## src/design/dpfm_pkg.sv

```systemverilog
// Package: shared widths, register indexes, reset values and status type for the flow meter.
package dpfm_pkg;

	localparam int unsigned CNT_W     = 32;
	localparam int unsigned ML_W      = 16;
	localparam int unsigned TICKS_W   = 16;
	localparam int unsigned STALE_W   = 24;
	localparam int unsigned FLOW_W    = 26;
	localparam int unsigned CFG_W     = 24;
	localparam int unsigned CFG_IDX_W = 3;

	localparam int unsigned TICK_RATE_DEF = 1000;

	localparam logic [CFG_IDX_W-1:0] CFG_ENABLE      = 3'd0;
	localparam logic [CFG_IDX_W-1:0] CFG_ML_PER_PULSE = 3'd1;
	localparam logic [CFG_IDX_W-1:0] CFG_PULSE_WIDTH = 3'd2;
	localparam logic [CFG_IDX_W-1:0] CFG_PERIOD      = 3'd3;
	localparam logic [CFG_IDX_W-1:0] CFG_SENSE_RISE  = 3'd4;
	localparam logic [CFG_IDX_W-1:0] CFG_STALE_LIMIT = 3'd5;

	localparam logic [ML_W-1:0]    ML_RST     = 16'd1000;
	localparam logic [TICKS_W-1:0] WIDTH_RST  = 16'd10;
	localparam logic [TICKS_W-1:0] PERIOD_RST = 16'd100;
	localparam logic [STALE_W-1:0] STALE_RST  = 24'd60000;
	localparam logic [TICKS_W:0]   HOLD_EXTRA = 17'd10;

	localparam logic [FLOW_W-1:0] FLOW_MAX = {FLOW_W{1'b1}};

	typedef struct packed {
		logic [CNT_W-1:0]   pulse_count;
		logic [CNT_W-1:0]   last_tick;
		logic [CNT_W-1:0]   prior_tick;
		logic [CNT_W-1:0]   tick_cnt;
		logic [ML_W-1:0]    ml_per_pulse;
		logic [STALE_W-1:0] stale_limit;
		logic               counted;
		logic               armed;
	} tick_stat_t;

endpackage

```

## src/design/dpfm_in_if.sv

```systemverilog
// Interface: input tick channel carrying the meter pin level.
interface dpfm_in_if;
	logic valid;
	logic ready;
	logic pin_level;

	modport source (output valid, output pin_level, input ready);
	modport sink (input valid, input pin_level, output ready);
endinterface

```

## src/design/dpfm_out_if.sv

```systemverilog
// Interface: result channel carrying pulse total, flow and status.
interface dpfm_out_if;
	logic        valid;
	logic        ready;
	logic [31:0] pulse_total;
	logic [25:0] flow_ml_per_s;
	logic        pulse_counted;
	logic        armed;

	modport source (output valid, output pulse_total, output flow_ml_per_s,
		output pulse_counted, output armed, input ready);
	modport sink (input valid, input pulse_total, input flow_ml_per_s,
		input pulse_counted, input armed, output ready);
endinterface

```

## src/design/dpfm_tick.sv

```systemverilog
// Tick state: configuration registers, debounce phase machine, timestamps and pulse count.
module dpfm_tick
	import dpfm_pkg::*;
(
	input  logic                 clk,
	input  logic                 arst_n,
	input  logic                 cfg_we,
	input  logic [CFG_IDX_W-1:0] cfg_idx,
	input  logic [CFG_W-1:0]     cfg_data,
	input  logic                 step,
	input  logic                 pin,
	input  logic                 advance,
	output tick_stat_t           stat
);

	typedef enum logic [1:0] {
		PH_ARMED  = 2'd0,
		PH_WIDTH  = 2'd1,
		PH_PERIOD = 2'd2
	} phase_t;

	phase_t              phase_q;
	logic [TICKS_W-1:0]  timer_q;
	logic [CNT_W-1:0]    tick_q;
	logic [CNT_W-1:0]    last_q;
	logic [CNT_W-1:0]    prior_q;
	logic [CNT_W-1:0]    count_q;
	logic                prev_pin_q;
	logic                counted_q;
	logic                enable_q;
	logic [ML_W-1:0]     ml_q;
	logic [TICKS_W-1:0]  width_q;
	logic [TICKS_W-1:0]  period_q;
	logic                sense_q;
	logic [STALE_W-1:0]  stale_q;

	logic               active;
	logic               was_active;
	logic [TICKS_W:0]   hold_sum;
	logic [TICKS_W-1:0] holdoff;

	assign active     = (pin == sense_q);
	assign was_active = (prev_pin_q == sense_q);
	assign hold_sum   = {1'b0, width_q} + HOLD_EXTRA;

	always_comb begin
		holdoff = period_q;
		if (period_q <= width_q) begin
			holdoff = hold_sum[TICKS_W] ? {TICKS_W{1'b1}} : hold_sum[TICKS_W-1:0];
		end
	end

	always_ff @(posedge clk or negedge arst_n) begin
		if (!arst_n) begin
			phase_q    <= PH_ARMED;
			timer_q    <= '0;
			tick_q     <= '0;
			last_q     <= '0;
			prior_q    <= '0;
			count_q    <= '0;
			prev_pin_q <= 1'b0;
			counted_q  <= 1'b0;
			enable_q   <= 1'b0;
			ml_q       <= ML_RST;
			width_q    <= WIDTH_RST;
			period_q   <= PERIOD_RST;
			sense_q    <= 1'b1;
			stale_q    <= STALE_RST;
		end else begin
			if (cfg_we) begin
				case (cfg_idx)
					CFG_ENABLE: begin
						enable_q <= cfg_data[0];
						if (cfg_data[0]) begin
							last_q  <= tick_q;
							prior_q <= tick_q;
							phase_q <= PH_ARMED;
							timer_q <= '0;
						end
					end
					CFG_ML_PER_PULSE: ml_q     <= cfg_data[ML_W-1:0];
					CFG_PULSE_WIDTH:  width_q  <= cfg_data[TICKS_W-1:0];
					CFG_PERIOD:       period_q <= cfg_data[TICKS_W-1:0];
					CFG_SENSE_RISE:   sense_q  <= cfg_data[0];
					CFG_STALE_LIMIT:  stale_q  <= cfg_data[STALE_W-1:0];
					default: ;
				endcase
			end
			if (step) begin
				counted_q  <= (phase_q == PH_WIDTH) && (timer_q <= 16'd1) && active;
				prev_pin_q <= pin;
				case (phase_q)
					PH_WIDTH: begin
						if (timer_q <= 16'd1) begin
							if (active) begin
								count_q <= count_q + 32'd1;
								prior_q <= last_q;
								last_q  <= tick_q;
								phase_q <= PH_PERIOD;
								timer_q <= holdoff;
							end else begin
								timer_q <= '0;
								phase_q <= PH_ARMED;
							end
						end else begin
							timer_q <= timer_q - 16'd1;
						end
					end
					PH_PERIOD: begin
						if (timer_q <= 16'd1) begin
							timer_q <= '0;
							phase_q <= PH_ARMED;
						end else begin
							timer_q <= timer_q - 16'd1;
						end
					end
					default: begin
						if (enable_q && active && !was_active) begin
							phase_q <= PH_WIDTH;
							timer_q <= width_q;
						end else begin
							phase_q <= PH_ARMED;
						end
					end
				endcase
			end
			if (advance) begin
				tick_q <= tick_q + 32'd1;
			end
		end
	end

	assign stat.pulse_count  = count_q;
	assign stat.last_tick    = last_q;
	assign stat.prior_tick   = prior_q;
	assign stat.tick_cnt     = tick_q;
	assign stat.ml_per_pulse = ml_q;
	assign stat.stale_limit  = stale_q;
	assign stat.counted      = counted_q;
	assign stat.armed        = (phase_q == PH_ARMED);

endmodule

```

## src/design/dpfm_div.sv

```systemverilog
// Restoring divider: one quotient bit per cycle.
module dpfm_div
	import dpfm_pkg::*;
#(
	parameter int unsigned DVD_W = 33
) (
	input  logic             clk,
	input  logic             arst_n,
	input  logic             start,
	input  logic [DVD_W-1:0] dividend,
	input  logic [CNT_W-1:0] divisor,
	output logic             busy,
	output logic [DVD_W-1:0] quotient
);

	localparam int unsigned STEP_W = $clog2(DVD_W + 1);

	logic [STEP_W-1:0] cnt_q;
	logic [DVD_W-1:0]  dq_q;
	logic [CNT_W-1:0]  rem_q;
	logic [CNT_W-1:0]  dvs_q;

	logic [CNT_W:0]   rem_sh;
	logic [CNT_W+1:0] diff;

	assign rem_sh = {rem_q, dq_q[DVD_W-1]};
	assign diff   = {1'b0, rem_sh} - {2'b00, dvs_q};

	always_ff @(posedge clk or negedge arst_n) begin
		if (!arst_n) begin
			cnt_q <= '0;
		end else if (start) begin
			cnt_q <= STEP_W'(DVD_W);
		end else if (cnt_q != '0) begin
			cnt_q <= cnt_q - 1'b1;
		end
	end

	always_ff @(posedge clk) begin
		if (start) begin
			dq_q  <= dividend;
			rem_q <= '0;
			dvs_q <= divisor;
		end else if (cnt_q != '0) begin
			if (!diff[CNT_W+1]) begin
				rem_q <= diff[CNT_W-1:0];
				dq_q  <= {dq_q[DVD_W-2:0], 1'b1};
			end else begin
				rem_q <= rem_sh[CNT_W-1:0];
				dq_q  <= {dq_q[DVD_W-2:0], 1'b0};
			end
		end
	end

	assign busy     = (cnt_q != '0);
	assign quotient = dq_q;

endmodule

```

## src/design/debounced_pulse_flow_meter.sv

```systemverilog
// Top level: debounced pulse counter with period-based flow rate and result register.
//
//  channel   dir  payload                                               transfer
//  in_ch     in   pin_level                                             valid & ready
//  out_ch    out  pulse_total, flow_ml_per_s, pulse_counted, armed      valid & ready
//  cfg       in   cfg_idx, cfg_data                                     cfg_we
//
// Each transaction runs through S_PREP, S_LOAD, S_DIV and S_DONE; in S_DIV the
// serial divider produces one quotient bit per cycle.
// in_ch.ready is high only while the sequencer is idle.
// A finished result waits in the output register; a new transaction is taken meanwhile.
// Reset is asynchronous; counters, timestamps, config and state take their defaults.
module debounced_pulse_flow_meter
	import dpfm_pkg::*;
#(
	parameter int unsigned TICK_RATE_HZ = TICK_RATE_DEF
) (
	input  logic                 clk,
	input  logic                 arst_n,
	input  logic                 cfg_we,
	input  logic [CFG_IDX_W-1:0] cfg_idx,
	input  logic [CFG_W-1:0]     cfg_data,
	dpfm_in_if.sink              in_ch,
	dpfm_out_if.source           out_ch
);

	localparam int unsigned RATE_W = $clog2(TICK_RATE_HZ + 1);
	localparam int unsigned PROD_W = ML_W + RATE_W;
	localparam int unsigned QUO_W  = (PROD_W > FLOW_W) ? PROD_W : FLOW_W;

	typedef enum logic [2:0] {
		S_IDLE = 3'd0,
		S_PREP = 3'd1,
		S_LOAD = 3'd2,
		S_DIV  = 3'd3,
		S_DONE = 3'd4
	} seq_t;

	seq_t              state_q;
	logic              zero_q;
	logic [CNT_W-1:0]  delta_q;
	logic [PROD_W-1:0] prod_q;
	logic              out_valid_q;
	logic [CNT_W-1:0]  total_q;
	logic [FLOW_W-1:0] flow_q;
	logic              counted_q;
	logic              armed_q;

	tick_stat_t        stat;
	logic              step;
	logic              advance;
	logic              load_out;
	logic              div_busy;
	logic [QUO_W-1:0]  quotient;
	logic [CNT_W-1:0]  age;
	logic [FLOW_W-1:0] flow_sat;

	assign step     = in_ch.valid && (state_q == S_IDLE);
	assign advance  = (state_q == S_PREP);
	assign load_out = (state_q == S_DONE) && (!out_valid_q || out_ch.ready);
	assign age      = stat.tick_cnt - stat.last_tick;

	dpfm_tick u_tick (
		.clk      (clk),
		.arst_n   (arst_n),
		.cfg_we   (cfg_we),
		.cfg_idx  (cfg_idx),
		.cfg_data (cfg_data),
		.step     (step),
		.pin      (in_ch.pin_level),
		.advance  (advance),
		.stat     (stat)
	);

	dpfm_div #(
		.DVD_W (QUO_W)
	) u_div (
		.clk      (clk),
		.arst_n   (arst_n),
		.start    (state_q == S_LOAD),
		.dividend (QUO_W'(prod_q)),
		.divisor  (delta_q),
		.busy     (div_busy),
		.quotient (quotient)
	);

	always_comb begin
		flow_sat = quotient[FLOW_W-1:0];
		if (quotient > QUO_W'(FLOW_MAX)) begin
			flow_sat = FLOW_MAX;
		end
		if (zero_q) begin
			flow_sat = '0;
		end
	end

	always_ff @(posedge clk or negedge arst_n) begin
		if (!arst_n) begin
			state_q     <= S_IDLE;
			out_valid_q <= 1'b0;
		end else begin
			out_valid_q <= load_out || (out_valid_q && !out_ch.ready);
			case (state_q)
				S_IDLE: begin
					if (in_ch.valid) begin
						state_q <= S_PREP;
					end
				end
				S_PREP: state_q <= S_LOAD;
				S_LOAD: state_q <= S_DIV;
				S_DIV: begin
					if (!div_busy) begin
						state_q <= S_DONE;
					end
				end
				S_DONE: begin
					if (load_out) begin
						state_q <= S_IDLE;
					end
				end
				default: state_q <= S_IDLE;
			endcase
		end
	end

	always_ff @(posedge clk) begin
		if (state_q == S_PREP) begin
			zero_q  <= (stat.last_tick <= stat.prior_tick) || (age > CNT_W'(stat.stale_limit));
			delta_q <= stat.last_tick - stat.prior_tick;
			prod_q  <= PROD_W'(stat.ml_per_pulse) * PROD_W'(TICK_RATE_HZ);
		end
		if (load_out) begin
			total_q   <= stat.pulse_count;
			flow_q    <= flow_sat;
			counted_q <= stat.counted;
			armed_q   <= stat.armed;
		end
	end

	assign in_ch.ready          = (state_q == S_IDLE);
	assign out_ch.valid         = out_valid_q;
	assign out_ch.pulse_total   = total_q;
	assign out_ch.flow_ml_per_s = flow_q;
	assign out_ch.pulse_counted = counted_q;
	assign out_ch.armed         = armed_q;

endmodule
```

## src/flat_wrapper.sv

```systemverilog
// flat-port wrapper written by rule: the top's interface ports become plain ports
module debounced_pulse_flow_meter_flat import dpfm_pkg::*;
#(
	parameter int unsigned TICK_RATE_HZ = TICK_RATE_DEF
)
  (clk, arst_n, cfg_we, cfg_idx, cfg_data, in_ch_valid, in_ch_pin_level, in_ch_ready, out_ch_valid, out_ch_pulse_total, out_ch_flow_ml_per_s, out_ch_pulse_counted, out_ch_armed, out_ch_ready);
  dpfm_in_if in_ch_i ();
  dpfm_out_if out_ch_i ();
  input  logic clk;
  input  logic arst_n;
  input  logic cfg_we;
  input  logic [CFG_IDX_W-1:0] cfg_idx;
  input  logic [CFG_W-1:0] cfg_data;
  input wire logic [$bits(in_ch_i.valid)-1:0] in_ch_valid;
  input wire logic [$bits(in_ch_i.pin_level)-1:0] in_ch_pin_level;
  output wire logic [$bits(in_ch_i.ready)-1:0] in_ch_ready;
  output wire logic [$bits(out_ch_i.valid)-1:0] out_ch_valid;
  output wire logic [$bits(out_ch_i.pulse_total)-1:0] out_ch_pulse_total;
  output wire logic [$bits(out_ch_i.flow_ml_per_s)-1:0] out_ch_flow_ml_per_s;
  output wire logic [$bits(out_ch_i.pulse_counted)-1:0] out_ch_pulse_counted;
  output wire logic [$bits(out_ch_i.armed)-1:0] out_ch_armed;
  input wire logic [$bits(out_ch_i.ready)-1:0] out_ch_ready;
  assign in_ch_i.valid = in_ch_valid;
  assign in_ch_i.pin_level = in_ch_pin_level;
  assign in_ch_ready = in_ch_i.ready;
  assign out_ch_valid = out_ch_i.valid;
  assign out_ch_pulse_total = out_ch_i.pulse_total;
  assign out_ch_flow_ml_per_s = out_ch_i.flow_ml_per_s;
  assign out_ch_pulse_counted = out_ch_i.pulse_counted;
  assign out_ch_armed = out_ch_i.armed;
  assign out_ch_i.ready = out_ch_ready;
  debounced_pulse_flow_meter #(.TICK_RATE_HZ(TICK_RATE_HZ)) u_core (.clk(clk), .arst_n(arst_n), .cfg_we(cfg_we), .cfg_idx(cfg_idx), .cfg_data(cfg_data), .in_ch(in_ch_i), .out_ch(out_ch_i));
endmodule
```

## config.mk

```make
export PLATFORM = sky130hd
export DESIGN_NAME = debounced_pulse_flow_meter_flat
export DESIGN_NICKNAME = d
export VERILOG_FILES = /design/src/design/dpfm_pkg.sv /design/src/design/dpfm_in_if.sv /design/src/design/dpfm_out_if.sv /design/src/design/dpfm_tick.sv /design/src/design/dpfm_div.sv /design/src/design/debounced_pulse_flow_meter.sv /design/src/flat_wrapper.sv
export SDC_FILE = /design/constraint.sdc
export NUM_CORES = 1
export LEC_CHECK = 0
export BUFFER_PORTS_ARGS = -buffer_cell sky130_fd_sc_hd__buf_2
export CELL_PAD_IN_SITES_DETAIL_PLACEMENT = 1
export CELL_PAD_IN_SITES_GLOBAL_PLACEMENT = 1
export CORE_AREA = 5 5 234 236
export DETAILED_ROUTE_END_ITERATION = 8
export DIE_AREA = 0 0 239 241
export HOLD_SLACK_MARGIN = 0.15
export PLACE_DENSITY = 0.87
export SLEW_MARGIN = 40
export SYNTH_ARGS = -nofsm -noshare
export SYNTH_HDL_FRONTEND = slang
export SYNTH_SLANG_ARGS = --single-unit
```

## constraint.sdc

```tcl
create_clock -name clk -period 7.3 [get_ports clk]
set_clock_uncertainty 0.1 [all_clocks]
set_input_delay 1.095 -clock clk [delete_from_list [all_inputs] [get_ports clk]]
set_output_delay 1.095 -clock clk [all_outputs]
set_load 0.01 [all_outputs]
```

==> results.ini <==
[run_status]
outcome=completed

[synth]
synth_area_leader_cell=dfrtp_1
syn_inst=2547
syn_avg_cell_area_sq_um=10.14
syn-cell-area_sq_mm=0.02583
yosys-top-cells-area=dfrtp_1 21%, edfxtp_1 20%, ha_1 9.6%
yosys.area.top_type_share_pct=20.53
ys_ff_latch=437
synth_nets=2835
yosysUniqueCellTypes=86
synth_warnings=0
synth-async-reset-ratio_pct=52.86
ys_seq_area_share_pct=45.17
synth_edf_count=174
synth_ff_type=dfrtp_1

[timing]
slew-limit-headroom_pct=40.43
max_freq_mhz=160.9
final.period_utilization_pct=85.14
finalHoldViolations=0
fin_crit_ns=6.215
setup_viol=0
worst_pin_slew_ns=0.8887
finalSetupTns_ns=0
setup_ws_ns=1.085
grt_setup_unrepaired=false
drv_slew=0

[clocking]
cts-root-buf=clkbuf_16
cts_sinks=437
cts-buffers-inserted=48
cts-resized-gates=0
htree_levels=2
cts_buffer_depth=3
worst_skew_pair.late_latency_ns=0.61
tritoncts=done
cts_setup_buffers=0
cts_hold_buf=0
clk_pin_slew_ns=0.07

[place]
place_area_sq_mm=0.02708
placed_cells=3277
dp_hpwl_mm=49.90
port_buffers=94
post-place-ws_ns=1.197
place.gp.congestion=0.8763

[floorplan]
start_util_pct=49.46
io_pins=95
chipWidth_um=239
rows=84
fp.dieH_um=241
core_sq_mm=0.05224
die_area_sq_mm=0.05760

[cells_and_area]
fin_nets=2928
fin_cells=3365
nFillCells=5624
final_util_pct=54.93
final_layout_size_suffix_gt1_share_pct=11.29
fin_area_sq_mm=0.02869
area_growth_pct=11.07

[worst_hold_path]
hold_depth=0
min_path_type=flip-flop to flip-flop

[critical_path]
critical_path_class=flip-flop to flip-flop
cp_data_arrival_time_ns=6.45
startpoint_type=flip-flop
end_kind=flip-flop
path_max_fanout=4
r2r_cells=16
worstPathRequired_ns=7.53

[power_and_ir_drop]
powerDensity_mw_per_mm2=503.2
p_sw_mw=6.346
p_int_mw=8.094
pwr-share-seq_pct=26.5
irDropWorstVdd_v=0.0005600
p_comb_share_pct=56.4
switching_share_pct=43.95
clockPowerShare_pct=17.1
leakage_nw=13.16

[drt]
drtPass1Iterations=5
remaining_drc_errors=0
dr_total_vias=19990
drt_wl_total_mm=74.63
drt-vias-per-instance=5.942
dr.first_iter.drc_count=1383
ant_nets=0
post_drt_wl_per_cell_um=22.18

[grt]
antenna_found_initial=2
grt_overflow=0
grt_pass1_wl_mm=119.0
grt_max_degree=161
grt_use_total_pct=25.43
first_global_vias=21800

[job]
drv_cap=0

-- final timing paths --
kind                       slack [ns]                               from                               endpoint
hold / removal                   0.32       u_core.delta_q[25]$_DFFE_PP_       u_core.u_div.dvs_q[25]$_DFFE_PP_
setup / recovery                 1.08  u_core.u_tick.ml_q[3]$_DFFE_PN1P_            u_core.prod_q[25]$_DFFE_PP_
hold reg to reg                  0.32       u_core.delta_q[25]$_DFFE_PP_       u_core.u_div.dvs_q[25]$_DFFE_PP_
min in group asynchronous        0.37                             arst_n   u_core.u_tick.width_q[6]$_DFFE_PN0P_
max in group asynchronous        5.37                             arst_n  u_core.u_tick.count_q[27]$_DFFE_PN0P_
setup reg to reg                 1.08  u_core.u_tick.ml_q[3]$_DFFE_PN1P_            u_core.prod_q[25]$_DFFE_PP_
-- worst max-delay path, cell delays in order (launching register included) --
cell and delay, ns:
dfstp_2 0.58, inv_1 0.15, fa_1 0.57, fa_1 0.46, fa_1 0.52, fa_1 0.57
inv_1 0.07, ha_1 0.34, o21a_1 0.14, a2111oi_0 0.65, o21ai_1 0.25, o41ai_1 0.31
o21ai_0 0.22, or4_1 0.47, a41o_1 0.26, a21oi_1 0.21, xnor2_1 0.09
-- layout by cell type (no fill, tap or decap), types with 31 or more instances in the layout --
| cell | instances |
|---|---|
| a21o_1 | 73 |
| a21oi_1 | 153 |
| buf_2 | 93 |
| clkbuf_16 | 48 |
| dfrtp_1 | 212 |
| dfxtp_1 | 32 |
| edfxtp_1 | 174 |
| fa_1 | 57 |
| ha_1 | 198 |
| inv_1 | 248 |
| mux2_2 | 46 |
| mux2i_1 | 39 |
| nand2_1 | 294 |
| nand3_1 | 59 |
| nand4_1 | 39 |
| nor2_1 | 142 |
| nor2b_1 | 40 |
| nor3_1 | 31 |
| o21ai_0 | 161 |
| xnor2_1 | 122 |
| xor2_1 | 49 |
-- state kept, by name, summed over array words and instances, names as in the netlist, 16 cells and up --
| register | count |
|---|---|
| u_core.u_div.rem_q | 32 |
| u_core.out_ch.flow_ml_per_s | 26 |
| u_core.u_tick.tick_q | 32 |
| u_core.prod_q | 23 |
| u_core.u_tick.count_q | 32 |
| u_core.u_tick.ml_q | 16 |
| u_core.u_tick.stale_q | 24 |
| u_core.u_tick.prior_q | 32 |
| u_core.out_ch.pulse_total | 32 |
| u_core.u_div.dvs_q | 32 |
| u_core.u_tick.last_q | 32 |
| u_core.delta_q | 32 |
| u_core.u_tick.width_q | 16 |
| u_core.u_tick.timer_q | 16 |
| u_core.u_tick.period_q | 16 |
| u_core.u_div.quotient | 26 |
-- cells in the mapped netlist (12+ instances only) --
cell and number:
nand4_1 39, dfstp_2 19, clkbuf_1 61, dfrtp_1 212
edfxtp_1 174, inv_1 250, xor2_1 49, fa_1 57
nand2_1 294, mux2_2 46, and3_1 23, xnor2_1 122
a21o_1 73, dfxtp_1 32, nand2b_1 19, nor2b_1 40
o211ai_1 12, ha_1 198, o21a_1 19, a211oi_1 18
a21oi_1 153, nor3_1 32, nor2_1 142, nand3_1 61
o221ai_1 14, o21ai_0 161, mux2i_1 39, a31oi_1 18
-- cell type report --
| class | instances | area [sq um] | area share (%) |
|---|---|---|---|
| Clock buffer | 60 | 1326 | 4.622 |
| Multi-Input combinational cell | 1791 | 12980 | 45.24 |
| Inverter | 250 | 938.4 | 3.270 |
| Antenna cell | 1 | 2.502 | 0.008721 |
| Sequential cell | 437 | 11670 | 40.67 |
| Tap cell | 688 | 860.8 | 3.000 |
| Timing Repair Buffer | 112 | 659.4 | 2.298 |
| Clock inverter | 26 | 256.5 | 0.8939 |
-- cells by family after synthesis --
logic type      count (synthesis)  synth area share, %
simple gates                  714                12.91
compound gates                566                13.87
flops                         437                45.17
buf+inv                       319                4.732
fa+ha+maj                     255                14.01
xor+xnor                      171                5.797
mux                            85                3.516
-- routing by layer --
layer | track usage, % | routed length, um
met1 | 30.86 | 29650
met2 | 46.20 | 38690
met3 | 4.399 | 3634
met4 | 8.283 | 2633
met5 | 0 | 22
-- metrics by stage --
step	hold slack (ns)	power (mW)
2_1_floorplan	0.3003	9.426
3_3_place_gp	0.3021	10.63
3_5_place_dp	0.3056	11.42
4_1_cts	0.3095	14.37
5_1_grt	0.3117	15.37
6_report	0.3157	14.44
-- power by group through the flow --
stage	combinational (mW)	clock, mW	sequential [mW]
after global routing	8.89	2.62	3.87
after floorplan	5.73	0	3.70
after detailed placement	7.59	0	3.84
after global placement	6.84	0	3.79
after CTS	8.06	2.49	3.81
final	8.14	2.47	3.83
(Power assumes the default switching activity.)
